## config.mk

```make
export PLATFORM = sky130hd
export DESIGN_NAME = encoder_period_speed_estimator_unit
export DESIGN_NICKNAME = d
export VERILOG_FILES = /design/src/rtl/epse_pkg.sv /design/src/rtl/encoder_period_speed_estimator_unit.sv /design/src/rtl/epse_ctrl.sv /design/src/rtl/epse_dp.sv
export SDC_FILE = /design/constraint.sdc
export NUM_CORES = 1
export LEC_CHECK = 0
export BUFFER_PORTS_ARGS = -buffer_cell sky130_fd_sc_hd__buf_2
export CAP_MARGIN = 20
export CORE_UTILIZATION = 50
export DETAILED_ROUTE_END_ITERATION = 16
export MAX_ROUTING_LAYER = met4
export PLACE_DENSITY = 0.69
export SLEW_MARGIN = 30
export SYNTH_ARGS = -nofsm -noshare
export SYNTH_HDL_FRONTEND = slang
export SYNTH_SLANG_ARGS = --single-unit
```

## constraint.sdc

```tcl
create_clock -name clk -period 5 [get_ports clk]
set_clock_uncertainty 0.05 [all_clocks]
set_input_delay 0.5 -clock clk [delete_from_list [all_inputs] [get_ports clk]]
set_output_delay 0.5 -clock clk [all_outputs]
set_load 0.01 [all_outputs]
```

## src/rtl/epse_pkg.sv

```systemverilog
`timescale 1ns / 1ps

package epse_pkg;

    localparam int unsigned TIME_W  = 32;
    localparam int unsigned NUMER_W = 24;
    localparam int unsigned FRAC_W  = 8;
    localparam int unsigned SPEED_W = 33;
    localparam int unsigned STEP_W  = 5;

    localparam logic [NUMER_W-1:0] NUMER_RESET    = 24'd200000;
    localparam logic               POLARITY_RESET = 1'b1;
    localparam logic [TIME_W-1:0]  MAG_SAT        = 32'hFFFF_FFFF;
    localparam logic [STEP_W-1:0]  LAST_STEP      = 5'd31;

    localparam logic CFG_SPEED_NUMERATOR  = 1'b0;
    localparam logic CFG_REVERSE_POLARITY = 1'b1;

    typedef struct packed {
        logic [TIME_W-1:0] edge_time;
        logic              phase_a_level;
    } epse_in_t;

    typedef struct packed {
        logic signed [SPEED_W-1:0] speed;
        logic                      direction;
        logic                      direction_changed;
    } epse_out_t;

    typedef enum logic [1:0] {
        ST_IDLE,
        ST_DIV,
        ST_DONE
    } epse_state_t;

    typedef struct packed {
        logic load;
        logic step;
        logic store;
    } epse_cmd_t;

    typedef struct packed {
        logic div_last;
        logic out_full;
    } epse_status_t;

endpackage

```

## src/rtl/encoder_period_speed_estimator_unit.sv

```systemverilog
`timescale 1ns / 1ps

// Each input beat is one rising edge of encoder channel B with its microsecond timestamp and the
// sampled channel A level; the block returns one result beat with the signed speed (8 fraction
// bits), the direction and a direction-change flag. The magnitude is the speed numerator shifted
// left by 8 and divided by the period since the previous edge, computed by a restoring divider
// that retires one quotient bit per cycle. An edge is accepted, takes 32 divide steps, and loads
// the output register when it is empty or being read; a finished result waits there while the
// next edge is accepted. A zero period saturates the magnitude, and a direction change
// forces the speed to zero. Configuration writes take effect at once and are meant for idle time.
module encoder_period_speed_estimator_unit (
    input  logic                clk,
    input  logic                rst_n,
    input  logic                cfg_we,
    input  logic                cfg_index,
    input  logic [23:0]         cfg_data,
    input  logic                in_valid,
    output logic                in_ready,
    input  epse_pkg::epse_in_t  in_beat,
    output logic                out_valid,
    input  logic                out_ready,
    output epse_pkg::epse_out_t out_beat
);

    epse_pkg::epse_cmd_t    cmd;
    epse_pkg::epse_status_t status;

    epse_ctrl u_ctrl (
        .clk      (clk),
        .rst_n    (rst_n),
        .in_valid (in_valid),
        .in_ready (in_ready),
        .status   (status),
        .cmd      (cmd)
    );

    epse_dp u_dp (
        .clk       (clk),
        .rst_n     (rst_n),
        .cfg_we    (cfg_we),
        .cfg_index (cfg_index),
        .cfg_data  (cfg_data),
        .in_beat   (in_beat),
        .cmd       (cmd),
        .status    (status),
        .out_valid (out_valid),
        .out_ready (out_ready),
        .out_beat  (out_beat)
    );

endmodule

```

## src/rtl/epse_ctrl.sv

```systemverilog
`timescale 1ns / 1ps

module epse_ctrl (
    input  logic                  clk,
    input  logic                  rst_n,
    input  logic                  in_valid,
    output logic                  in_ready,
    input  epse_pkg::epse_status_t status,
    output epse_pkg::epse_cmd_t    cmd
);

    epse_pkg::epse_state_t state_reg;
    epse_pkg::epse_state_t state_next;

    always_ff @(posedge clk or negedge rst_n)
    begin
        if (!rst_n)
        begin
            state_reg <= epse_pkg::ST_IDLE;
        end
        else
        begin
            state_reg <= state_next;
        end
    end

    always_comb
    begin
        state_next = state_reg;
        in_ready   = 1'b0;
        cmd        = '0;
        case (state_reg)
            epse_pkg::ST_IDLE:
            begin
                in_ready = 1'b1;
                if (in_valid)
                begin
                    cmd.load   = 1'b1;
                    state_next = epse_pkg::ST_DIV;
                end
            end
            epse_pkg::ST_DIV:
            begin
                cmd.step = 1'b1;
                if (status.div_last)
                begin
                    state_next = epse_pkg::ST_DONE;
                end
            end
            epse_pkg::ST_DONE:
            begin
                if (!status.out_full)
                begin
                    cmd.store  = 1'b1;
                    state_next = epse_pkg::ST_IDLE;
                end
            end
            default:
            begin
                state_next = epse_pkg::ST_IDLE;
            end
        endcase
    end

    a_store_only_when_done: assert property (@(posedge clk) disable iff (!rst_n)
        cmd.store |=> state_reg == epse_pkg::ST_IDLE)
        else $error("store did not return the controller to idle");

    a_div_leads_to_done: assert property (@(posedge clk) disable iff (!rst_n)
        (cmd.step && status.div_last) |=> state_reg == epse_pkg::ST_DONE)
        else $error("last divide step did not reach the done state");

    a_load_starts_div: assert property (@(posedge clk) disable iff (!rst_n)
        cmd.load |=> state_reg == epse_pkg::ST_DIV)
        else $error("accepted beat did not start the divider");

endmodule

```

## src/rtl/epse_dp.sv

```systemverilog
`timescale 1ns / 1ps

module epse_dp (
    input  logic                  clk,
    input  logic                  rst_n,
    input  logic                  cfg_we,
    input  logic                  cfg_index,
    input  logic [23:0]           cfg_data,
    input  epse_pkg::epse_in_t    in_beat,
    input  epse_pkg::epse_cmd_t   cmd,
    output epse_pkg::epse_status_t status,
    output logic                  out_valid,
    input  logic                  out_ready,
    output epse_pkg::epse_out_t   out_beat
);

    logic [epse_pkg::NUMER_W-1:0] numer_reg;
    logic                         polarity_reg;
    logic [epse_pkg::TIME_W-1:0]  last_time_reg;
    logic                         last_dir_reg;

    logic [epse_pkg::TIME_W-1:0]  divisor_reg;
    logic [epse_pkg::TIME_W-1:0]  rem_reg;
    logic [epse_pkg::TIME_W-1:0]  rem_next;
    logic [epse_pkg::TIME_W-1:0]  quo_reg;
    logic [epse_pkg::TIME_W-1:0]  quo_next;
    logic [epse_pkg::STEP_W-1:0]  cnt_reg;
    logic                         zero_reg;
    logic                         neg_reg;
    logic                         dir_reg;
    logic                         changed_reg;

    logic [epse_pkg::TIME_W:0]    rem_shift;
    logic [epse_pkg::TIME_W+1:0]  trial;
    logic [epse_pkg::TIME_W-1:0]  delta;
    logic [epse_pkg::TIME_W-1:0]  mag;
    logic [epse_pkg::SPEED_W-1:0] mag_ext;

    logic                         out_valid_reg;
    epse_pkg::epse_out_t          out_reg;

    assign delta     = in_beat.edge_time - last_time_reg;
    assign rem_shift = {rem_reg, quo_reg[epse_pkg::TIME_W-1]};
    assign trial     = {1'b0, rem_shift} - {2'b00, divisor_reg};

    always_comb
    begin
        if (trial[epse_pkg::TIME_W+1])
        begin
            rem_next = rem_shift[epse_pkg::TIME_W-1:0];
            quo_next = {quo_reg[epse_pkg::TIME_W-2:0], 1'b0};
        end
        else
        begin
            rem_next = trial[epse_pkg::TIME_W-1:0];
            quo_next = {quo_reg[epse_pkg::TIME_W-2:0], 1'b1};
        end
    end

    assign mag     = zero_reg ? epse_pkg::MAG_SAT : quo_reg;
    assign mag_ext = {1'b0, mag};

    always_ff @(posedge clk or negedge rst_n)
    begin
        if (!rst_n)
        begin
            numer_reg    <= epse_pkg::NUMER_RESET;
            polarity_reg <= epse_pkg::POLARITY_RESET;
        end
        else if (cfg_we)
        begin
            case (cfg_index)
                epse_pkg::CFG_SPEED_NUMERATOR:  numer_reg    <= cfg_data;
                epse_pkg::CFG_REVERSE_POLARITY: polarity_reg <= cfg_data[0];
                default:                        numer_reg    <= numer_reg;
            endcase
        end
    end

    always_ff @(posedge clk or negedge rst_n)
    begin
        if (!rst_n)
        begin
            last_time_reg <= '0;
            last_dir_reg  <= 1'b0;
            cnt_reg       <= '0;
        end
        else if (cmd.load)
        begin
            last_time_reg <= in_beat.edge_time;
            last_dir_reg  <= in_beat.phase_a_level;
            cnt_reg       <= '0;
        end
        else if (cmd.step)
        begin
            cnt_reg <= cnt_reg + 1'b1;
        end
    end

    always_ff @(posedge clk)
    begin
        if (cmd.load)
        begin
            divisor_reg <= delta;
            rem_reg     <= '0;
            quo_reg     <= {numer_reg, {epse_pkg::FRAC_W{1'b0}}};
            zero_reg    <= (delta == '0);
            neg_reg     <= (in_beat.phase_a_level == polarity_reg);
            dir_reg     <= in_beat.phase_a_level;
            changed_reg <= (in_beat.phase_a_level != last_dir_reg);
        end
        else if (cmd.step)
        begin
            rem_reg <= rem_next;
            quo_reg <= quo_next;
        end
    end

    assign status.div_last = (cnt_reg == epse_pkg::LAST_STEP);
    assign status.out_full = out_valid_reg && !out_ready;

    always_ff @(posedge clk or negedge rst_n)
    begin
        if (!rst_n)
        begin
            out_valid_reg <= 1'b0;
        end
        else if (cmd.store)
        begin
            out_valid_reg <= 1'b1;
        end
        else if (out_ready)
        begin
            out_valid_reg <= 1'b0;
        end
    end

    always_ff @(posedge clk)
    begin
        if (cmd.store)
        begin
            if (changed_reg)
            begin
                out_reg.speed <= '0;
            end
            else if (neg_reg)
            begin
                out_reg.speed <= $signed(-mag_ext);
            end
            else
            begin
                out_reg.speed <= $signed(mag_ext);
            end
            out_reg.direction         <= dir_reg;
            out_reg.direction_changed <= changed_reg;
        end
    end

    assign out_valid = out_valid_reg;
    assign out_beat  = out_reg;

    a_no_overwrite: assert property (@(posedge clk) disable iff (!rst_n)
        cmd.store |-> !(out_valid_reg && !out_ready))
        else $error("result register overwritten before its beat was taken");

    a_changed_zero: assert property (@(posedge clk) disable iff (!rst_n)
        (out_valid_reg && out_reg.direction_changed) |-> out_reg.speed == '0)
        else $error("nonzero speed on a direction change");

    a_load_clears_count: assert property (@(posedge clk) disable iff (!rst_n)
        cmd.load |=> cnt_reg == '0)
        else $error("divide step count not cleared on load");

endmodule
```

== After elaboration in Yosys (flattened, before gate mapping) ==
Cells that the tools add are included.

* $add $sub $neg: 4
* Equality and inequality tests: 8
* Multiplexer cells: 20
* Bitwise gates (word level): 2
* Reduce and logical (&&, ||, !) cells: 10

{| class="wikitable"
|+ Operators by type and width
! kind !! number
|-
| $mux 32 || 5
|-
| $sub 33x32->34 || 1
|-
| $neg 32->33 || 1
|-
| $logic_not 32->1 || 1
|-
| $sub 32x32->32 || 1
|-
| $mux 5 || 2
|-
| $mux 1 || 9
|-
| $mux 2 || 3
|-
| $ne 2x2->1 const B || 3
|-
| $pmux 2 s3 || 1
|-
| $add 5x1->5 const B || 1
|-
| $eq 5x5->1 const B || 1
|-
| $reduce_and 2->1 || 2
|-
| $reduce_bool 2->1 || 2
|-
| $reduce_and 3->1 || 1
|-
| $eq 2x1->1 const B || 1
|-
| $eq 2x2->1 const B || 1
|-
| $logic_not 2->1 || 1
|-
| $not 1->1 || 2
|-
| $reduce_or 2->1 || 1
|-
| $eq 1x1->1 || 1
|-
| $logic_and 1x1->1 || 1
|-
| $logic_not 1->1 || 1
|-
| $ne 1x1->1 || 1
|}

* Flip-flop bits (word level): 201
* Input port bits: 63
* Word-level logic and storage cells: 63

== Longest topological paths before layout ==
* Depth after elaboration: 5
* Gate-level depth with buffers: 15
* Gate-level depth less buffers: 13

== Hierarchy ==
A second synthesis with hierarchy kept.

* Cell total of the unflattened synthesis: 1285
* Area total of the unflattened synthesis: 11940.2 um^2

{| class="wikitable"
|+ By module, submodules not included
! module !! times used !! cells each !! area an instance (um^2)
|-
| epse_dp || 1 || 1275 || 11835.1
|-
| epse_ctrl || 1 || 10 || 105.1
|}

== Worst setup path before layout ==
Ideal clock, no wire load.

* Kind: register -> register
* Start point: reg u_dp.zero_reg
* End point: reg u_dp.out_reg, in the netlist u_dp.out_beat[28], data pin
* Arrival: 3.666 ns
* Required time: 4.684 ns
* Setup slack: 1.018 ns
* Cell stages (with the launch flop): 16
* Path buffers: 3
* Path through: edfxtp_1 -> clkbuf_1 -> clkbuf_1 -> clkbuf_1 -> nor2_1 -> ha_1 -> nand2b_1 -> or4_4 -> or4_4 -> or2_1 -> or4_4 -> nand2b_4 -> nor2_1 -> mux2i_1 -> o22a_1 -> nor2_1

* Cells in the longest elaborated chain, start to end: 3

{| class="wikitable"
|+ RTL lines
! what !! RTL line !! source
|-
| start: declaration || epse_dp.sv:28 || <nowiki>logic zero_reg;</nowiki>
|-
| start signal: assignment || epse_dp.sv:107 || <nowiki>zero_reg <= (delta == '0);</nowiki>
|-
| $mux 32 * || epse_dp.sv:60 || <nowiki>assign mag = zero_reg ? epse_pkg::MAG_SAT : quo_reg;</nowiki>
|-
| $neg 32->33 || epse_dp.sv:148 || <nowiki>out_reg.speed <= $signed(-mag_ext);</nowiki>
|-
| $mux 32 * || epse_dp.sv:146 || <nowiki>else if (neg_reg)</nowiki>
|-
| end: declaration || epse_dp.sv:40 || <nowiki>epse_pkg::epse_out_t out_reg;</nowiki>
|}

Every way passes the cells marked *; elsewhere a longest branch is shown, timed or not.
A chain may end at the register's enable or synchronous reset.

== Worst setup path in the final report ==
* Start point: reg u_dp.last_time_reg[0] (netlist bit)
* End point: reg u_dp.zero_reg, data pin

* Cells in the longest elaborated chain, start to end: 2

{| class="wikitable"
|+ RTL lines
! what !! RTL line !! source
|-
| start: declaration || epse_dp.sv:19 || <nowiki>logic [epse_pkg::TIME_W-1:0] last_time_reg;</nowiki>
|-
| start signal: assignment || epse_dp.sv:90 || <nowiki>last_time_reg <= in_beat.edge_time;</nowiki>
|-
| $sub 32x32->32 || epse_dp.sv:42 || <nowiki>assign delta = in_beat.edge_time - last_time_reg;</nowiki>
|-
| named net u_dp.delta (one bit) || epse_dp.sv:35 || <nowiki>logic [epse_pkg::TIME_W-1:0] delta;</nowiki>
|-
| $logic_not 32->1 || epse_dp.sv:107 ||
|}

The timed path passes the listed nets, and every way through them passes these cells.

==> results.yml <==
die:
  die_x_um: 155
  rows: 55
  coreArea_mm2: 0.0228
  start_util: 0.514
  dieArea_mm2: 0.0240
  io_pins: 100
  die_h_um: 155
detailed_routing:
  via_count: 9090
  ant_nets: 0
  remaining_drc_errors: 0
  dr.pass1.iters: 5
  vias_per_cell: 5.58
  drt-wirelength-per-cell_um: 16.1
  drt_first_iter_violations: 670
  routed_wl_um: 26200
final_layout:
  layout_commonest_cell: "o21ai_0"
  diodes: 0
  mostFrequentLayoutCells: "o21ai_0, nand2_1, nor2_1"
  post-route-util: 0.585
  drive_above_1_share: 0.145
  area_delta_synth_final_pct: 13.7
  largest_register_ff_count: 35
  nNetsFinal: 1432
  final_cells: 1630
cts:
  cts_inserted_buffers: 22
  cts_tree: "yes"
  cts.path.max_buffers: 3
  postCtsHoldBufs: 0
  insertion_delay_ps: 510
  htree_levels: 1
  clk_pin_slew_ps: 60
  clock_sinks: 201
  cts_resized: 0
  post_cts_buffers: 0
  cts_root_buffer: "clkbuf_16"
timing:
  min_period_ps: 3990
  slew_headroom: 0.383
  post-route-period-util: 0.797
  timing.final.hold_violations: 0
  tightest_slew_ps: 920
  maxSlewViolCount: 0
  finalSetupTns_ps: 0
  holdWs_ps: 45.8
  rsz0062_at_grt: "false"
  report.final.setup_viol: 0
  clock.fmax_mhz: 251
power:
  power_w: 0.00887
  vdd_drop_max_mv: 0.455
  p_leak_nw: 5.82
  powerDensity_mw_per_mm2: 666
synth:
  synth_flop_cell: "edfxtp_1"
  synth_xor_area_frac: 0.0553
  synthArstFlopShare: 0.328
  synth-compound-area-share: 0.189
  synth-adder-area-share: 0.0739
  synth-edff-count: 95
  synthMuxAreaShare: 0.0505
  postSynthCellCount: 1218
  synth_cell_types: 69
  syn_avg_cell_area_um2: 9.62
  synth_seq_area_share: 0.454
  ys_seq_elements: 201
  synth_fp_nets: 1349
  synth-simple-area-share: 0.135
  synth_top_family_by_area: "compound AO/OA/AOI/OAI gates"
  synth_area_mm2: 0.0117
  ys_warn_count: 0
setup_path:
  cp_max_fo: 4
  critical_path_class: "reg2reg"
  r2r_slack_ps: 1010
  start_kind: "register"
  cp.arrival_ps: 4260
  worst_setup_path_end_kind: "register"
  critPathRequiredTime_ps: 5270
place:
  numPortBuffers: 99
  dp.final_hpwl_um: 18600
  routabilityCongestion: 0.886
  dp_cells: 1590
min_path:
  hp-class: "in2async"
global_route:
  grt_antenna_before_repair: 0
  grt_pass1_vias: 8460
  grt-ovfl-total: 0
  grt_max_degree: 109
  grt_pass1_wl_um: 42600
  track_usage: 0.226
run_status:
  outcome: "complete, no violations"
run:
  drv_cap: 0
[power by group]
group / switching, W / total, W / internal, W / leakage (nW)
Clock: 0.000660 / 0.00175 / 0.00109 / 0.385
Sequential: 0.000437 / 0.00288 / 0.00244 / 2.04
Combinational: 0.00241 / 0.00424 / 0.00183 / 3.40
[cells in the mapped netlist, types with 4 or more instances]
cell / count / area, um^2
o211ai_1: 6 / 45.0
o31ai_1: 8 / 60.1
clkbuf_1: 43 / 161
o21ai_0: 119 / 596
nand2b_1: 19 / 119
nand3_1: 15 / 75.1
and2_1: 4 / 25.0
mux2i_1: 31 / 310
nor2_1: 103 / 387
ha_1: 66 / 826
nand4_1: 4 / 25.0
xor2_1: 32 / 280
a21oi_1: 83 / 415
or3_1: 4 / 25.0
nor4_1: 6 / 37.5
o21a_1: 8 / 60.1
or4_1: 7 / 52.6
o22a_1: 7 / 61.3
o41ai_1: 4 / 35.0
nor2b_1: 13 / 81.3
a21o_1: 34 / 255
dfxtp_1: 40 / 801
edfxtp_1: 95 / 2850
a211oi_1: 8 / 60.1
o32a_1: 4 / 40.0
xnor2_1: 42 / 368
nor3_1: 20 / 100
o21bai_1: 4 / 30.0
dfrtp_1: 59 / 1480
inv_1: 83 / 312
dfstp_2: 7 / 184
a22o_1: 28 / 245
mux2_2: 25 / 282
a31oi_1: 9 / 56.3
and3_1: 11 / 68.8
nand2_1: 113 / 424
[cell type report]
type | instances | area (um^2)
sequential | 201 | 5310
fill | 1937 | 9460
inverter | 84 | 318
timing repair buffer | 108 | 578
clock inverter | 10 | 163
multi-input combinational | 884 | 5920
clock buffer | 30 | 632
tap | 313 | 392
[metal layers]
layer	global-route usage	part of all wire
met5	-	0
met1	0.324	0.49
met4	0.0537	0.016
met3	0.0295	0.054
met2	0.340	0.43
[metrics by stage]
stage          setup slack [ps]  instance area (um^2)
2_1_floorplan              1020                 11700
3_3_place_gp                909                 12500
3_5_place_dp                841                 12500
4_1_cts                    1010                 13300
5_1_grt                     760                 13300
6_report                   1010                 13300
[final timing paths]
path	startpoint	end	depth (start not counted)
max in group asynchronous	rst_n	u_dp.numer_reg[23]	2
hold / removal	rst_n	u_dp.last_time_reg[15]	2
setup / recovery	u_dp.last_time_reg[0]	u_dp.zero_reg	12
setup reg to reg	u_dp.last_time_reg[0]	u_dp.zero_reg	12
hold reg to reg	u_dp.dir_reg	u_dp.out_beat[1]	0
min in group clk	in_beat[32]	u_dp.last_time_reg[31]	3
[cell families (layout without fill, tap and decap cells)]
group,count (synthesis),in the layout
flops,201,201
fa+ha+maj,68,68
buf+inv,133,232
mux,56,56
xor+xnor,74,74
compound gates,349,349
simple gates,337,337
[critical path, stage by stage, from the launching register on]
cell       delay (ps)
dfrtp_1           370
ha_1              200
fa_1              400
nor2b_1           200
o31ai_1           120
a2bb2oi_1         440
a31oi_1           270
or4_1             510
a31oi_1           210
xor2_1            100
nand4bb_1         170
or4b_1            480
nor4_1            270
No activity file was read; power rests on OpenSTA's default activity.
